--- src/hw/rtl/tls_sni_extractor_macros.svh ---
// assertion helpers used by the tls sni extractor output fifo
`ifndef TLS_SNI_EXTRACTOR_MACROS_SVH
`define TLS_SNI_EXTRACTOR_MACROS_SVH

// same-cycle implication, checked on aclk and held off during reset
`define TSE_ASSERT_IMPL(name, ante, cons) \
    name: assert property (@(posedge aclk) disable iff (!aresetn) (ante) |-> (cons)) \
        else $error("tse check failed");

// next-cycle implication, checked on aclk and held off during reset
`define TSE_ASSERT_NEXT(name, ante, cons) \
    name: assert property (@(posedge aclk) disable iff (!aresetn) (ante) |=> (cons)) \
        else $error("tse check failed");

`endif

--- src/hw/rtl/tse_pkg.sv ---
`timescale 1ns / 1ps

package tse_pkg;

    localparam int SCAN_LIMIT_DEFAULT = 4096;
    localparam int FIFO_DEPTH_DEFAULT = 8;

    localparam logic [15:0] TLS_PORT = 16'd443;

    localparam logic [1:0] ST_OK   = 2'd0;
    localparam logic [1:0] ST_FAIL = 2'd1;
    localparam logic [1:0] ST_MORE = 2'd2;

    localparam logic KIND_NAME   = 1'b0;
    localparam logic KIND_STATUS = 1'b1;

    typedef struct packed {
        logic [15:0] dest_port;
        logic        last_byte;
        logic        first_byte;
        logic [7:0]  data_byte;
    } in_item_t;

    typedef struct packed {
        logic        item_kind;
        logic [7:0]  name_byte;
        logic [1:0]  status;
        logic        odd_port;
        logic [15:0] server_port;
        logic        end_of_run;
    } result_t;

    // up to two results per input byte, r0 first
    typedef struct packed {
        logic [1:0] cnt;
        result_t    r0;
        result_t    r1;
    } res_push_t;

endpackage

--- src/hw/rtl/tse_parser.sv ---
`timescale 1ns / 1ps

module tse_parser #(
    parameter int SCAN_LIMIT = tse_pkg::SCAN_LIMIT_DEFAULT
) (
    input  logic                aclk,
    input  logic                aresetn,
    input  logic                in_valid,
    input  tse_pkg::in_item_t   in_item,
    output tse_pkg::res_push_t  push
);

    localparam int BW = $clog2(SCAN_LIMIT + 1);

    localparam logic [4:0] PH_IDLE  = 5'd0;
    localparam logic [4:0] PH_R0    = 5'd1;
    localparam logic [4:0] PH_R1    = 5'd2;
    localparam logic [4:0] PH_R2    = 5'd3;
    localparam logic [4:0] PH_R3    = 5'd4;
    localparam logic [4:0] PH_R4    = 5'd5;
    localparam logic [4:0] PH_HT    = 5'd6;
    localparam logic [4:0] PH_HL0   = 5'd7;
    localparam logic [4:0] PH_HL1   = 5'd8;
    localparam logic [4:0] PH_HL2   = 5'd9;
    localparam logic [4:0] PH_VMAJ  = 5'd10;
    localparam logic [4:0] PH_VMIN  = 5'd11;
    localparam logic [4:0] PH_SKIP  = 5'd12;
    localparam logic [4:0] PH_SID   = 5'd13;
    localparam logic [4:0] PH_CS0   = 5'd14;
    localparam logic [4:0] PH_CS1   = 5'd15;
    localparam logic [4:0] PH_COMP  = 5'd16;
    localparam logic [4:0] PH_EL0   = 5'd17;
    localparam logic [4:0] PH_EL1   = 5'd18;
    localparam logic [4:0] PH_ET0   = 5'd19;
    localparam logic [4:0] PH_ET1   = 5'd20;
    localparam logic [4:0] PH_EX0   = 5'd21;
    localparam logic [4:0] PH_EX1   = 5'd22;
    localparam logic [4:0] PH_SN0   = 5'd23;
    localparam logic [4:0] PH_SN1   = 5'd24;
    localparam logic [4:0] PH_STYPE = 5'd25;
    localparam logic [4:0] PH_NL0   = 5'd26;
    localparam logic [4:0] PH_NL1   = 5'd27;
    localparam logic [4:0] PH_NAME  = 5'd28;
    localparam logic [4:0] PH_HOLD  = 5'd29;
    localparam logic [4:0] PH_HMORE = 5'd30;
    localparam logic [4:0] PH_STUCK = 5'd31;

    logic [4:0]    phase_reg, phase_next;
    logic [BW-1:0] seen_reg, seen_next;
    logic [15:0]   fcnt_reg, fcnt_next;
    logic [15:0]   rlen_reg, rlen_next;
    logic [23:0]   hrem_reg, hrem_next;
    logic [15:0]   erem_reg, erem_next;
    logic [15:0]   elen_reg, elen_next;
    logic [15:0]   nleft_reg, nleft_next;
    logic [15:0]   port_reg, port_next;
    logic          found_reg, found_next;
    logic          decided_reg, decided_next;
    logic          hbad_reg, hbad_next;
    logic [4:0]    resume_reg, resume_next;

    logic [7:0]  b;
    logic        name_v;
    logic        stat_v;
    logic [1:0]  stat_code;
    logic        do_ext;
    logic [15:0] ext_used;
    logic        do_skip;
    logic [15:0] skip_cnt;
    logic [4:0]  skip_to;
    logic [15:0] xlen;
    tse_pkg::result_t name_res;
    tse_pkg::result_t stat_res;

    // field entry that falls back to need-more when the hello has no room
    function automatic logic [4:0] enter_ph(input logic [4:0] ph, input logic [23:0] hrem);
        logic [1:0] need;
        need = (ph == PH_CS0 || ph == PH_EL0) ? 2'd2 : ((ph == PH_COMP) ? 2'd1 : 2'd0);
        return (hrem < 24'(need)) ? PH_HMORE : ph;
    endfunction

    assign b = in_item.data_byte;

    always_comb begin
        phase_next   = phase_reg;
        seen_next    = seen_reg;
        fcnt_next    = fcnt_reg;
        rlen_next    = rlen_reg;
        hrem_next    = hrem_reg;
        erem_next    = erem_reg;
        elen_next    = elen_reg;
        nleft_next   = nleft_reg;
        port_next    = port_reg;
        found_next   = found_reg;
        decided_next = decided_reg;
        hbad_next    = hbad_reg;
        resume_next  = resume_reg;
        name_v       = 1'b0;
        stat_v       = 1'b0;
        stat_code    = tse_pkg::ST_OK;
        do_ext       = 1'b0;
        ext_used     = '0;
        do_skip      = 1'b0;
        skip_cnt     = '0;
        skip_to      = PH_IDLE;
        xlen         = '0;

        if (in_valid) begin
            if (in_item.first_byte) begin
                phase_next   = PH_R0;
                seen_next    = '0;
                fcnt_next    = '0;
                rlen_next    = '0;
                hrem_next    = '0;
                erem_next    = '0;
                elen_next    = '0;
                nleft_next   = '0;
                port_next    = in_item.dest_port;
                found_next   = 1'b0;
                decided_next = 1'b0;
                hbad_next    = 1'b0;
                resume_next  = PH_IDLE;
            end

            if (phase_next != PH_IDLE && !decided_next) begin
                if (seen_next < BW'(SCAN_LIMIT)) begin
                    seen_next = seen_next + 1'b1;
                end

                case (phase_next)
                    PH_R0: begin
                        hbad_next  = (b != 8'd22);
                        phase_next = PH_R1;
                    end
                    PH_R1: begin
                        if (b != 8'd3) hbad_next = 1'b1;
                        phase_next = PH_R2;
                    end
                    PH_R2: begin
                        if (b < 8'd1 || b > 8'd3) hbad_next = 1'b1;
                        phase_next = PH_R3;
                    end
                    PH_R3: begin
                        rlen_next  = {b, 8'd0};
                        phase_next = PH_R4;
                    end
                    PH_R4: begin
                        rlen_next = {rlen_next[15:8], b};
                        if (hbad_next) begin
                            stat_v       = 1'b1;
                            stat_code    = tse_pkg::ST_FAIL;
                            decided_next = 1'b1;
                        end else if (rlen_next == 16'd0) begin
                            phase_next = PH_STUCK;
                        end else if (rlen_next < 16'd4) begin
                            phase_next = PH_HMORE;
                        end else begin
                            phase_next = PH_HT;
                        end
                    end
                    PH_STUCK: begin
                    end
                    default: begin
                        if (rlen_next != 16'd0) rlen_next = rlen_next - 1'b1;

                        case (phase_next)
                            PH_HT: begin
                                fcnt_next  = {8'd0, b};
                                phase_next = PH_HL0;
                            end
                            PH_HL0: begin
                                hrem_next  = {b, 16'd0};
                                phase_next = PH_HL1;
                            end
                            PH_HL1: begin
                                hrem_next  = hrem_next | {8'd0, b, 8'd0};
                                phase_next = PH_HL2;
                            end
                            PH_HL2: begin
                                hrem_next = hrem_next | {16'd0, b};
                                if (hrem_next > {8'd0, rlen_next}) phase_next = PH_HMORE;
                                else if (fcnt_next != 16'd1) phase_next = PH_HOLD;
                                else phase_next = PH_VMAJ;
                            end
                            PH_VMAJ: begin
                                fcnt_next  = (b == 8'd3) ? 16'd1 : 16'd0;
                                phase_next = PH_VMIN;
                            end
                            PH_VMIN: begin
                                if (fcnt_next == 16'd0 || b < 8'd1 || b > 8'd3) begin
                                    phase_next = PH_HOLD;
                                end else if (hrem_next < 24'd35) begin
                                    phase_next = PH_HMORE;
                                end else begin
                                    // random is skipped as a 32 byte run
                                    hrem_next = hrem_next - 24'd34;
                                    do_skip   = 1'b1;
                                    skip_cnt  = 16'd32;
                                    skip_to   = PH_SID;
                                end
                            end
                            PH_SKIP: begin
                                fcnt_next = fcnt_next - 1'b1;
                                if (fcnt_next == 16'd0) begin
                                    phase_next = enter_ph(resume_next, hrem_next);
                                end
                            end
                            PH_SID, PH_COMP: begin
                                if ({1'b0, hrem_next} < 25'(b) + 25'd1) begin
                                    phase_next = PH_HMORE;
                                end else begin
                                    hrem_next = hrem_next - 24'(b) - 24'd1;
                                    do_skip   = 1'b1;
                                    skip_cnt  = {8'd0, b};
                                    skip_to   = (phase_next == PH_SID) ? PH_CS0 : PH_EL0;
                                end
                            end
                            PH_CS0, PH_EL0: begin
                                fcnt_next  = {b, 8'd0};
                                phase_next = (phase_next == PH_CS0) ? PH_CS1 : PH_EL1;
                            end
                            PH_CS1: begin
                                xlen = fcnt_next | {8'd0, b};
                                if ({1'b0, hrem_next} < 25'(xlen) + 25'd2) begin
                                    phase_next = PH_HMORE;
                                end else begin
                                    hrem_next = hrem_next - 24'(xlen) - 24'd2;
                                    do_skip   = 1'b1;
                                    skip_cnt  = xlen;
                                    skip_to   = PH_COMP;
                                end
                            end
                            PH_EL1: begin
                                xlen = fcnt_next | {8'd0, b};
                                if ({1'b0, hrem_next} < 25'(xlen) + 25'd2) begin
                                    phase_next = PH_HMORE;
                                end else begin
                                    erem_next  = xlen;
                                    phase_next = (xlen > 16'd4) ? PH_ET0 : PH_HOLD;
                                end
                            end
                            PH_ET0, PH_SN0: begin
                                fcnt_next  = {b, 8'd0};
                                phase_next = (phase_next == PH_ET0) ? PH_ET1 : PH_SN1;
                            end
                            PH_ET1: begin
                                fcnt_next  = fcnt_next | {8'd0, b};
                                phase_next = PH_EX0;
                            end
                            PH_EX0: begin
                                elen_next  = {b, 8'd0};
                                phase_next = PH_EX1;
                            end
                            PH_EX1: begin
                                elen_next = elen_next | {8'd0, b};
                                if (fcnt_next == 16'd0 && elen_next >= 16'd5 &&
                                    17'(elen_next) + 17'd4 <= 17'(erem_next)) begin
                                    phase_next = PH_SN0;
                                end else begin
                                    do_ext   = 1'b1;
                                    ext_used = 16'd0;
                                end
                            end
                            PH_SN1: begin
                                fcnt_next = fcnt_next | {8'd0, b};
                                if (fcnt_next != elen_next - 16'd2) begin
                                    do_ext   = 1'b1;
                                    ext_used = 16'd2;
                                end else begin
                                    phase_next = PH_STYPE;
                                end
                            end
                            PH_STYPE: begin
                                if (b != 8'd0) begin
                                    do_ext   = 1'b1;
                                    ext_used = 16'd3;
                                end else begin
                                    phase_next = PH_NL0;
                                end
                            end
                            PH_NL0: begin
                                nleft_next = {b, 8'd0};
                                phase_next = PH_NL1;
                            end
                            PH_NL1: begin
                                nleft_next = nleft_next | {8'd0, b};
                                if (nleft_next != elen_next - 16'd5) begin
                                    do_ext   = 1'b1;
                                    ext_used = 16'd5;
                                end else if (nleft_next == 16'd0) begin
                                    found_next = 1'b1;
                                    phase_next = PH_HOLD;
                                end else begin
                                    phase_next = PH_NAME;
                                end
                            end
                            PH_NAME: begin
                                name_v     = 1'b1;
                                nleft_next = nleft_next - 1'b1;
                                if (nleft_next == 16'd0) begin
                                    found_next = 1'b1;
                                    phase_next = PH_HOLD;
                                end
                            end
                            default: begin
                            end
                        endcase

                        // move past the rest of an extension that is not a usable name
                        if (do_ext) begin
                            if ({2'd0, erem_next} <= 18'(elen_next) + 18'd8) begin
                                phase_next = PH_HOLD;
                            end else begin
                                erem_next = erem_next - elen_next - 16'd4;
                                do_skip   = 1'b1;
                                skip_cnt  = elen_next - ext_used;
                                skip_to   = PH_ET0;
                            end
                        end

                        if (do_skip) begin
                            if (skip_cnt == 16'd0) begin
                                phase_next = enter_ph(skip_to, hrem_next);
                            end else begin
                                fcnt_next   = skip_cnt;
                                resume_next = skip_to;
                                phase_next  = PH_SKIP;
                            end
                        end

                        // record fully in: settle the outcome
                        if (rlen_next == 16'd0) begin
                            if (phase_next == PH_HOLD) begin
                                stat_v       = 1'b1;
                                stat_code    = found_next ? tse_pkg::ST_OK : tse_pkg::ST_FAIL;
                                decided_next = 1'b1;
                            end else if (phase_next == PH_HMORE) begin
                                phase_next = PH_STUCK;
                            end else begin
                                stat_v       = 1'b1;
                                stat_code    = tse_pkg::ST_FAIL;
                                decided_next = 1'b1;
                            end
                        end
                    end
                endcase

                if (!decided_next && in_item.last_byte) begin
                    stat_v = 1'b1;
                    if (seen_next >= BW'(SCAN_LIMIT)) begin
                        stat_code    = tse_pkg::ST_FAIL;
                        decided_next = 1'b1;
                    end else begin
                        stat_code = tse_pkg::ST_MORE;
                    end
                end
            end
        end
    end

    always_comb begin
        name_res             = '0;
        name_res.item_kind   = tse_pkg::KIND_NAME;
        name_res.name_byte   = b;
        name_res.end_of_run  = !stat_v;

        stat_res             = '0;
        stat_res.item_kind   = tse_pkg::KIND_STATUS;
        stat_res.status      = stat_code;
        stat_res.odd_port    = (port_next != tse_pkg::TLS_PORT);
        stat_res.server_port = port_next;
        stat_res.end_of_run  = 1'b1;

        push.cnt = 2'(name_v) + 2'(stat_v);
        push.r0  = name_v ? name_res : stat_res;
        push.r1  = stat_res;
    end

    always_ff @(posedge aclk) begin
        if (!aresetn) begin
            phase_reg   <= PH_IDLE;
            seen_reg    <= '0;
            fcnt_reg    <= '0;
            rlen_reg    <= '0;
            hrem_reg    <= '0;
            erem_reg    <= '0;
            elen_reg    <= '0;
            nleft_reg   <= '0;
            port_reg    <= '0;
            found_reg   <= 1'b0;
            decided_reg <= 1'b0;
            hbad_reg    <= 1'b0;
            resume_reg  <= PH_IDLE;
        end else begin
            phase_reg   <= phase_next;
            seen_reg    <= seen_next;
            fcnt_reg    <= fcnt_next;
            rlen_reg    <= rlen_next;
            hrem_reg    <= hrem_next;
            erem_reg    <= erem_next;
            elen_reg    <= elen_next;
            nleft_reg   <= nleft_next;
            port_reg    <= port_next;
            found_reg   <= found_next;
            decided_reg <= decided_next;
            hbad_reg    <= hbad_next;
            resume_reg  <= resume_next;
        end
    end

endmodule

--- src/hw/rtl/tse_out_fifo.sv ---
`timescale 1ns / 1ps

`include "tls_sni_extractor_macros.svh"

module tse_out_fifo #(
    parameter int DEPTH = tse_pkg::FIFO_DEPTH_DEFAULT
) (
    input  logic                       aclk,
    input  logic                       aresetn,
    input  tse_pkg::res_push_t         push,
    input  logic                       pop,
    output tse_pkg::result_t           head,
    output logic                       not_empty,
    output logic [$clog2(DEPTH+1)-1:0] count
);

    localparam int PW = $clog2(DEPTH);
    localparam int CW = $clog2(DEPTH + 1);

    tse_pkg::result_t mem_reg [DEPTH];

    logic [PW-1:0] wr_ptr_reg, wr_ptr_next;
    logic [PW-1:0] rd_ptr_reg, rd_ptr_next;
    logic [CW-1:0] count_reg, count_next;
    logic [PW-1:0] wr_ptr_1;
    logic [CW:0]   fill_sum;

    function automatic logic [PW-1:0] wrap_inc(input logic [PW-1:0] p);
        return (p == PW'(DEPTH - 1)) ? '0 : p + 1'b1;
    endfunction

    assign wr_ptr_1 = wrap_inc(wr_ptr_reg);

    always_comb begin
        fill_sum    = {1'b0, count_reg} + (CW + 1)'(push.cnt);
        count_next  = CW'(fill_sum - (CW + 1)'(pop));
        rd_ptr_next = pop ? wrap_inc(rd_ptr_reg) : rd_ptr_reg;
        case (push.cnt)
            2'd1:    wr_ptr_next = wr_ptr_1;
            2'd2:    wr_ptr_next = wrap_inc(wr_ptr_1);
            default: wr_ptr_next = wr_ptr_reg;
        endcase
    end

    always_ff @(posedge aclk) begin
        if (!aresetn) begin
            wr_ptr_reg <= '0;
            rd_ptr_reg <= '0;
            count_reg  <= '0;
        end else begin
            wr_ptr_reg <= wr_ptr_next;
            rd_ptr_reg <= rd_ptr_next;
            count_reg  <= count_next;
        end
    end

    always_ff @(posedge aclk) begin
        if (push.cnt != 2'd0) mem_reg[wr_ptr_reg] <= push.r0;
        if (push.cnt == 2'd2) mem_reg[wr_ptr_1] <= push.r1;
    end

    assign head      = mem_reg[rd_ptr_reg];
    assign not_empty = (count_reg != '0);
    assign count     = count_reg;

    `TSE_ASSERT_IMPL(a_count_bound, 1'b1, count_reg <= CW'(DEPTH))
    `TSE_ASSERT_IMPL(a_no_overflow, push.cnt != 2'd0, fill_sum <= (CW + 1)'(DEPTH))
    `TSE_ASSERT_NEXT(a_drain_step, pop && push.cnt == 2'd0, count_reg == $past(count_reg) - 1'b1)

endmodule

--- src/hw/rtl/tls_sni_extractor.sv ---
`timescale 1ns / 1ps

// Parses TLS ClientHello payload one byte per cycle and streams out the SNI
// host name bytes followed by a status item (ok, fail or need more data). An
// input byte is taken every cycle while s_tready is high; it is registered,
// run through the parser and its zero to two result items are written to an
// output queue of FIFO_DEPTH entries that drains one item per cycle while
// m_tready is high; the input register and the queue lie between accept and m_*.
// s_tready drops only when the queue could not hold the results of the byte
// in flight plus one more, so the sustained rate is one byte per cycle as
// long as results are taken as fast as they are made; s_tlast (last_byte)
// draws a status item while the flow is undecided. No setup pass after reset.
module tls_sni_extractor #(
    parameter int SCAN_LIMIT = tse_pkg::SCAN_LIMIT_DEFAULT,
    parameter int FIFO_DEPTH = tse_pkg::FIFO_DEPTH_DEFAULT
) (
    input  logic        aclk,
    input  logic        aresetn,

    input  logic        s_tvalid,
    output logic        s_tready,
    input  logic [23:0] s_tdata,   // data_byte, dest_port
    input  logic        s_tuser,   // first_byte
    input  logic        s_tlast,   // last_byte

    output logic        m_tvalid,
    input  logic        m_tready,
    output logic [31:0] m_tdata,   // name_byte, status, odd_port, server_port, zero fill
    output logic        m_tuser,   // item_kind
    output logic        m_tlast    // end_of_run
);

    localparam int CW = $clog2(FIFO_DEPTH + 1);

    logic              in_valid_reg;
    tse_pkg::in_item_t in_item_reg;
    tse_pkg::res_push_t push;
    tse_pkg::result_t   head;
    logic              head_valid;
    logic [CW-1:0]     fifo_count;
    logic [CW+1:0]     room_need;
    logic              s_accept;

    // room for the byte already registered and the one being taken now
    assign room_need = (CW + 2)'(fifo_count) + (in_valid_reg ? (CW + 2)'(4) : (CW + 2)'(2));
    assign s_tready  = (room_need <= (CW + 2)'(FIFO_DEPTH));
    assign s_accept  = s_tvalid && s_tready;

    always_ff @(posedge aclk) begin
        if (!aresetn) begin
            in_valid_reg <= 1'b0;
        end else begin
            in_valid_reg <= s_accept;
        end
    end

    always_ff @(posedge aclk) begin
        if (s_accept) begin
            in_item_reg.data_byte  <= s_tdata[7:0];
            in_item_reg.dest_port  <= s_tdata[23:8];
            in_item_reg.first_byte <= s_tuser;
            in_item_reg.last_byte  <= s_tlast;
        end
    end

    tse_parser #(
        .SCAN_LIMIT(SCAN_LIMIT)
    ) u_parser (
        .aclk    (aclk),
        .aresetn (aresetn),
        .in_valid(in_valid_reg),
        .in_item (in_item_reg),
        .push    (push)
    );

    tse_out_fifo #(
        .DEPTH(FIFO_DEPTH)
    ) u_out_fifo (
        .aclk     (aclk),
        .aresetn  (aresetn),
        .push     (push),
        .pop      (m_tvalid && m_tready),
        .head     (head),
        .not_empty(head_valid),
        .count    (fifo_count)
    );

    assign m_tvalid = head_valid;
    assign m_tdata  = {5'd0, head.server_port, head.odd_port, head.status, head.name_byte};
    assign m_tuser  = head.item_kind;
    assign m_tlast  = head.end_of_run;

endmodule
--- config.mk ---
export PLATFORM = sky130hd
export DESIGN_NAME = tls_sni_extractor
export DESIGN_NICKNAME = d
export VERILOG_FILES = /design/src/hw/rtl/tse_pkg.sv /design/src/hw/rtl/tse_parser.sv /design/src/hw/rtl/tse_out_fifo.sv /design/src/hw/rtl/tls_sni_extractor.sv
export VERILOG_INCLUDE_DIRS = /design/src /design/src/hw/rtl
export SDC_FILE = /design/constraint.sdc
export NUM_CORES = 2
export LEC_CHECK = 0
export BUFFER_PORTS_ARGS = -buffer_cell sky130_fd_sc_hd__buf_2
export CAP_MARGIN = 10
export CORE_AREA = 3 3 278 307
export DETAILED_ROUTE_END_ITERATION = 16
export DIE_AREA = 0 0 281 310
export PLACE_DENSITY_LB_ADDON = 0.25
export SLEW_MARGIN = 30
export SYNTH_ARGS = -nofsm -noshare
export SYNTH_HDL_FRONTEND = slang
export SYNTH_SLANG_ARGS = --single-unit
--- constraint.sdc ---
create_clock -name aclk -period 29.4 [get_ports aclk]
set_input_delay 2.94 -clock aclk [delete_from_list [all_inputs] [get_ports aclk]]
set_output_delay 2.94 -clock aclk [all_outputs]
set_load 0.03 [all_outputs]
# Word-level counts from Yosys, hierarchy flattened
# Memory sizes are Yosys's and may differ from the RTL's. A register that Yosys moved wholly into a read port is not among the register bits.
# Cells that the tools add are included.
[totals] elab_cells=367 ff_bits=183 output_inout_bits=36 memories=1 ram_bits=232
[op_classes] eq_ne=49 n_bitwise=5 n_addsub=25 n_reduce_logical=35 mux=215 order_cmp=16
[mem_list] memory="u_out_fifo.mem_reg" depth=8 width=29 rd=1 rd_ports_with_merged_regs=1 wr=2 line_no="tse_out_fifo.sv:20" text="tse_pkg::result_t mem_reg [DEPTH];"
[ops] cell="two-way mux 16 bit" count=47
[ops] cell="two-way mux 24 bit" count=11
[ops] cell="two-way mux 5 bit" count=47
[ops] cell="one-hot mux 16 bit (3 select lines)" count=4
[ops] cell="one-hot mux 24 bit (6 select lines)" count=1
[ops] cell="zero test 16 bit" count=7
[ops] cell="== test 5 bit, second input constant" count=20
[ops] cell="one-hot mux 5 bit (20 select lines)" count=1
[ops] cell="one-hot mux 16 bit (5 select lines)" count=1
[ops] cell="two-way mux 13 bit" count=6
[ops] cell="two-way mux 1 bit" count=63
[ops] cell="== test 5 x 4 -> 1 bit, second input constant" count=10
[ops] cell="less-than comparator 24 x 25 -> 1 bit" count=2
[ops] cell="less-than comparator 24 x 2 -> 1 bit" count=2
[ops] cell="bitwise OR 16 x 8 -> 16 bit" count=3
[ops] cell="subtractor 16 x 1 -> 16 bit, second input constant" count=3
[ops] cell="!= test 16 bit" count=2
[ops] cell="one-hot mux 16 bit (2 select lines)" count=1
[ops] cell="subtractor 16 bit" count=2
[ops] cell="subtractor 16 x 3 -> 16 bit, second input constant" count=2
[ops] cell="one-hot mux 5 bit (6 select lines)" count=1
[ops] cell="two-way mux 29 bit" count=1
[ops] cell="greater-than comparator 24 x 16 -> 1 bit" count=1
[ops] cell="less-than comparator 24 x 6 -> 1 bit, second input constant" count=1
[ops] cell="62 further kinds" count=106

# Depth between registers and ports, before layout
[logic_depth] word_depth=42 depth_mapped=53 mapped_depth_nobuf=42

# Modules after synthesis
# A second synthesis with hierarchy kept.
[unflattened] cells_unflattened=3697 hier_area_um2=33423.3
[by_module_without_submodules] module="tse_parser" seq_area_each_um2=2922.8 area_each_um2=20038.0 n_inst=1 cells_per_inst=2955
[by_module_without_submodules] module="tse_out_fifo" seq_area_each_um2=7226.9 area_each_um2=12428.2 n_inst=1 cells_per_inst=696
[by_module_without_submodules] module="tls_sni_extractor" seq_area_each_um2=800.8 area_each_um2=957.2 n_inst=1 cells_per_inst=46

# Worst setup path before layout
# OpenSTA, ideal clock, no wires.
[synth_path] path_type="register to register" start="register in_item_reg[8] (netlist bit)" end="memory u_out_fifo.mem_reg[0][10] (netlist bit), enable pin" path_stages_with_launch=47 setup_ns=0.421 arrival_time_ns=9.965 n_path_buf=14 slack_ns=19.014 required_time_ns=28.979 path_cell_list="edfxtp_1 buf_4 buf_4 buf_2 buf_2 buf_2 buf_2 buf_2 buf_2 buf_1 buf_2 nor2b_1 clkbuf_1 nand3_1 nor2_1 and4_1 nand3_1 xor2_1 (+11 left out) a21o_1 a21o_1 a2111oi_0 o31ai_1 a221oi_1 a21o_1 a41o_1 nand2b_1 buf_2 nand2_1 or2_2 a22oi_2 o21ba_2 o21ai_1 inv_1 ha_1 o21ai_1 o21ai_0"
[synth_lines] item="from (decl)" line_no="tls_sni_extractor.sv:36" text="tse_pkg::in_item_t in_item_reg;"
[synth_lines] item="to (decl)" line_no="tse_out_fifo.sv:20"

==> impl_metrics.py <==
metrics = {
    "outcome": {
        "outcome": "completed",
    },
    "clocking": {
        "root_buffer": "clkbuf_16",
        "cts_setup_buffers": 0,
        "insertion_delay_ps": 650,
        "cts.clk_slew.worst_paths_ps": 60,
        "cts_resized": 0,
        "htree_levels": 2,
        "cts_made_buffers": 50,
        "clock_path_buffers": 3,
        "cts-hold-fix-buffers": 0,
        "cts_tree": "built",
        "cts.sinks": 418,
    },
    "worst_setup_path": {
        "critPathSlowestCell": "a2111oi_0",
        "cp-start-kind": "register",
        "cp-startpoint": "in_item_reg[8]$_DFFE_PP_",
        "reg2reg_depth": 41,
        "cp.arrival_ps": 11940,
        "cpPeakStageDelay_ps": 880,
        "cpMostUsedCell": "inv_1",
        "cp-endpoint": "u_out_fifo.mem_reg[7][6]$_DFFE_PP_",
        "critPathMaxFanout": 111,
        "cp_data_required_time_ps": 29610,
        "cp-end-kind": "register",
        "regToRegEndpoint": "u_out_fifo.mem_reg[7][6]$_DFFE_PP_",
        "r2r_start": "in_item_reg[8]$_DFFE_PP_",
        "r2r_slack_ps": 17680,
        "critPathKind": "reg2reg",
    },
    "pwr": {
        "combPwrFrac_pct": 35.8,
        "switching_power_uw": 796.5,
        "p_int_uw": 1239,
        "p_leak_uw": 0.01325,
        "switching_share_pct": 39.13,
        "power.share.sequential_pct": 32.2,
        "clkPwrFrac_pct": 32.0,
        "peakVddDrop_v": 0.00004398,
        "power_density_nw_per_um2": 59.26,
    },
    "detailed_routing": {
        "antenna_left": 0,
        "num_vias": 29190,
        "drt-total-wl_um": 116500,
        "post_drt_via_cell_ratio": 6.059,
        "first_iter_violations": 3205,
        "avgRoutedWirePerCell_um": 24.17,
        "drc": 0,
        "dr.pass1.iters": 6,
    },
    "synthesis": {
        "synth.ff_latch_count": 418,
        "yosysTopAreaCellShare_pct": 17.15,
        "synth_edf_count": 178,
        "syn-cell-area_um2": 31160,
        "yosys.area.top_type": "edfxtp_1",
        "yosysSeqAreaShare_pct": 32.57,
        "synth_common_cells": "nor2_1 (492), nand2_1 (357), dfxtp_1 (240), o21ai_0 (235), a21oi_1 (210)",
        "avgSynthCellArea_um2": 8.275,
        "synth_area_leaders": "edfxtp_1 (17%), dfxtp_1 (15%), ha_1 (7.7%)",
        "synth_most_common_cell": "nor2_1",
        "synth_ff_type": "dfxtp_1",
        "synthCells": 3766,
        "synth.distinct_cells": 103,
        "ys_async_sr_fraction_pct": 0,
        "synth_warnings": 0,
    },
    "timing": {
        "finalSetupViolCount": 0,
        "fmax_mhz": 85.29,
        "finalHoldViolations": 0,
        "fin_crit_sh_pct": 39.88,
        "layout_min_cycle_time_ps": 11720,
        "holdWs_ps": 443.8,
        "rsz0062_at_grt": "false",
        "tightest_slew_ps": 1057,
        "relSlewSlack_pct": 29.53,
        "worst_slack_ps": 17680,
        "slew_viol_final": 0,
        "setup_tns_ps": 0,
        "clock_skew_ps": 58.93,
    },
    "final_layout": {
        "nNetsFinal": 3940,
        "area_delta_synth_final_pct": 10.23,
        "largest_reg_flops": 232,
        "drive_gt1_share_pct": 10.34,
        "nFillCells": 8282,
    },
    "global_routing": {
        "grt_pass1_vias": 28090,
        "grtUsageTotal_pct": 26.05,
        "grt_max_degree": 112,
        "antenna_found_initial": 0,
        "grt_pass1_wl_um": 175400,
        "overflow": 0,
    },
    "floorplanning": {
        "num_rows": 110,
        "dieHeight_um": 310,
        "core_um2": 82170,
        "die_w_um": 281,
        "io_pins": 66,
        "start_util_pct": 37.93,
        "dieArea_um2": 87110,
    },
    "run": {
        "cap_violations": 0,
    },
    "place": {
        "preCtsSetupSlack_ps": 17870,
        "dp_hpwl_um": 83250,
        "place_congestion": 0.9839,
        "portBuffers": 60,
    },
    "min_path": {
        "hp-class": "reg2reg",
    },
}
[worst max-delay path: cells and delay by family, from the launching register on]
| kind | cells | cell delay (ps) |
|---|---|---|
| AOI/OAI and AO/OA | 14 | 4260 |
| and+or+nand+nor | 16 | 3560 |
| buffers and inverters | 8 | 2160 |
| adders and majority gates | 3 | 880 |
| DFF | 1 | 370 |
[cell families after synthesis]
family          Yosys count  synth area share (%)
fa+ha+maj               200                 8.167
mux                     132                 6.713
xor+xnor                146                 4.103
other cells               1               0.01203
compound gates          933                 19.54
flops                   418                 32.57
buf+inv                 426                 5.332
simple gates           1510                 23.56
[worst min-delay path by stage]
| stage | startpoint | endpoint | depth (start not counted) |
|---|---|---|---|
| 2_1_floorplan | u_out_fifo.mem_reg[2][28]$_SDFFE_PP1N_ | u_out_fifo.mem_reg[2][28]$_SDFFE_PP1N_ | 2 |
| 3_3_place_gp | u_out_fifo.mem_reg[7][26]$_SDFFE_PP0N_ | u_out_fifo.mem_reg[7][26]$_SDFFE_PP0N_ | 2 |
| 3_5_place_dp | u_out_fifo.mem_reg[5][28]$_SDFFE_PP1N_ | u_out_fifo.mem_reg[5][28]$_SDFFE_PP1N_ | 2 |
| 4_1_cts | u_out_fifo.mem_reg[5][28]$_SDFFE_PP1N_ | u_out_fifo.mem_reg[5][28]$_SDFFE_PP1N_ | 2 |
| 5_1_grt | u_out_fifo.mem_reg[0][28]$_SDFFE_PP1P_ | u_out_fifo.mem_reg[0][28]$_SDFFE_PP1P_ | 2 |
| 6_report | u_out_fifo.mem_reg[1][28]$_SDFFE_PP1N_ | u_out_fifo.mem_reg[1][28]$_SDFFE_PP1N_ | 2 |
[layout make-up]
class	count	area, µm²	share of cell area, %
multi-input combinational	2926	19560	56.94
sequential	418	10150	29.56
tap	1064	1331	3.876
clock buffer	59	1315	3.828
timing repair buffer	140	915.9	2.666
inverter	175	659.4	1.920
clock inverter	35	414.1	1.206
antenna	1	2.502	0.007285
[metal layers]
metal / vias to the layer above / part of all wire, % / GRT usage, %
met5: - / 0 / 0
met4: 0 / 5.8 / 13.76
met3: 352 / 7.9 / 4.209
met2: 1377 / 44 / 41.29
met1: 13950 / 42 / 34.25
li1: 13510 / - / -
[layout by cell type (no fill, tap or decap), types with 80 or more instances in the layout]
cell type,instances
a21oi_1,206
a22oi_1,82
buf_4,80
dfxtp_1,238
edfxtp_1,178
ha_1,193
inv_1,171
nand2_1,356
nor2_1,490
nor2b_1,151
nor3_1,89
o21ai_0,232
xnor2_1,96
[stage by stage]
stage	utilization [%]	power, µW	cells	cell area (µm²)
floorplan	-	1135	3770	31180
global placement	39.56	1378	4723	32500
detailed placement	39.64	1380	4723	32570
CTS	41.75	2037	4817	34300
global route	41.80	2129	4817	34350
finish	41.81	2036	4818	34350
[power by group through the flow]
| stage | clock [µW] | sequential [µW] | combinational, µW |
|---|---|---|---|
| after floorplan | 0 | 656 | 480 |
| after global placement | 0 | 669 | 710 |
| after detailed placement | 0 | 669 | 711 |
| after CTS | 665 | 657 | 715 |
| after global routing | 686 | 660 | 782 |
| final | 652 | 656 | 728 |
Power figures use the tool's default switching activity.
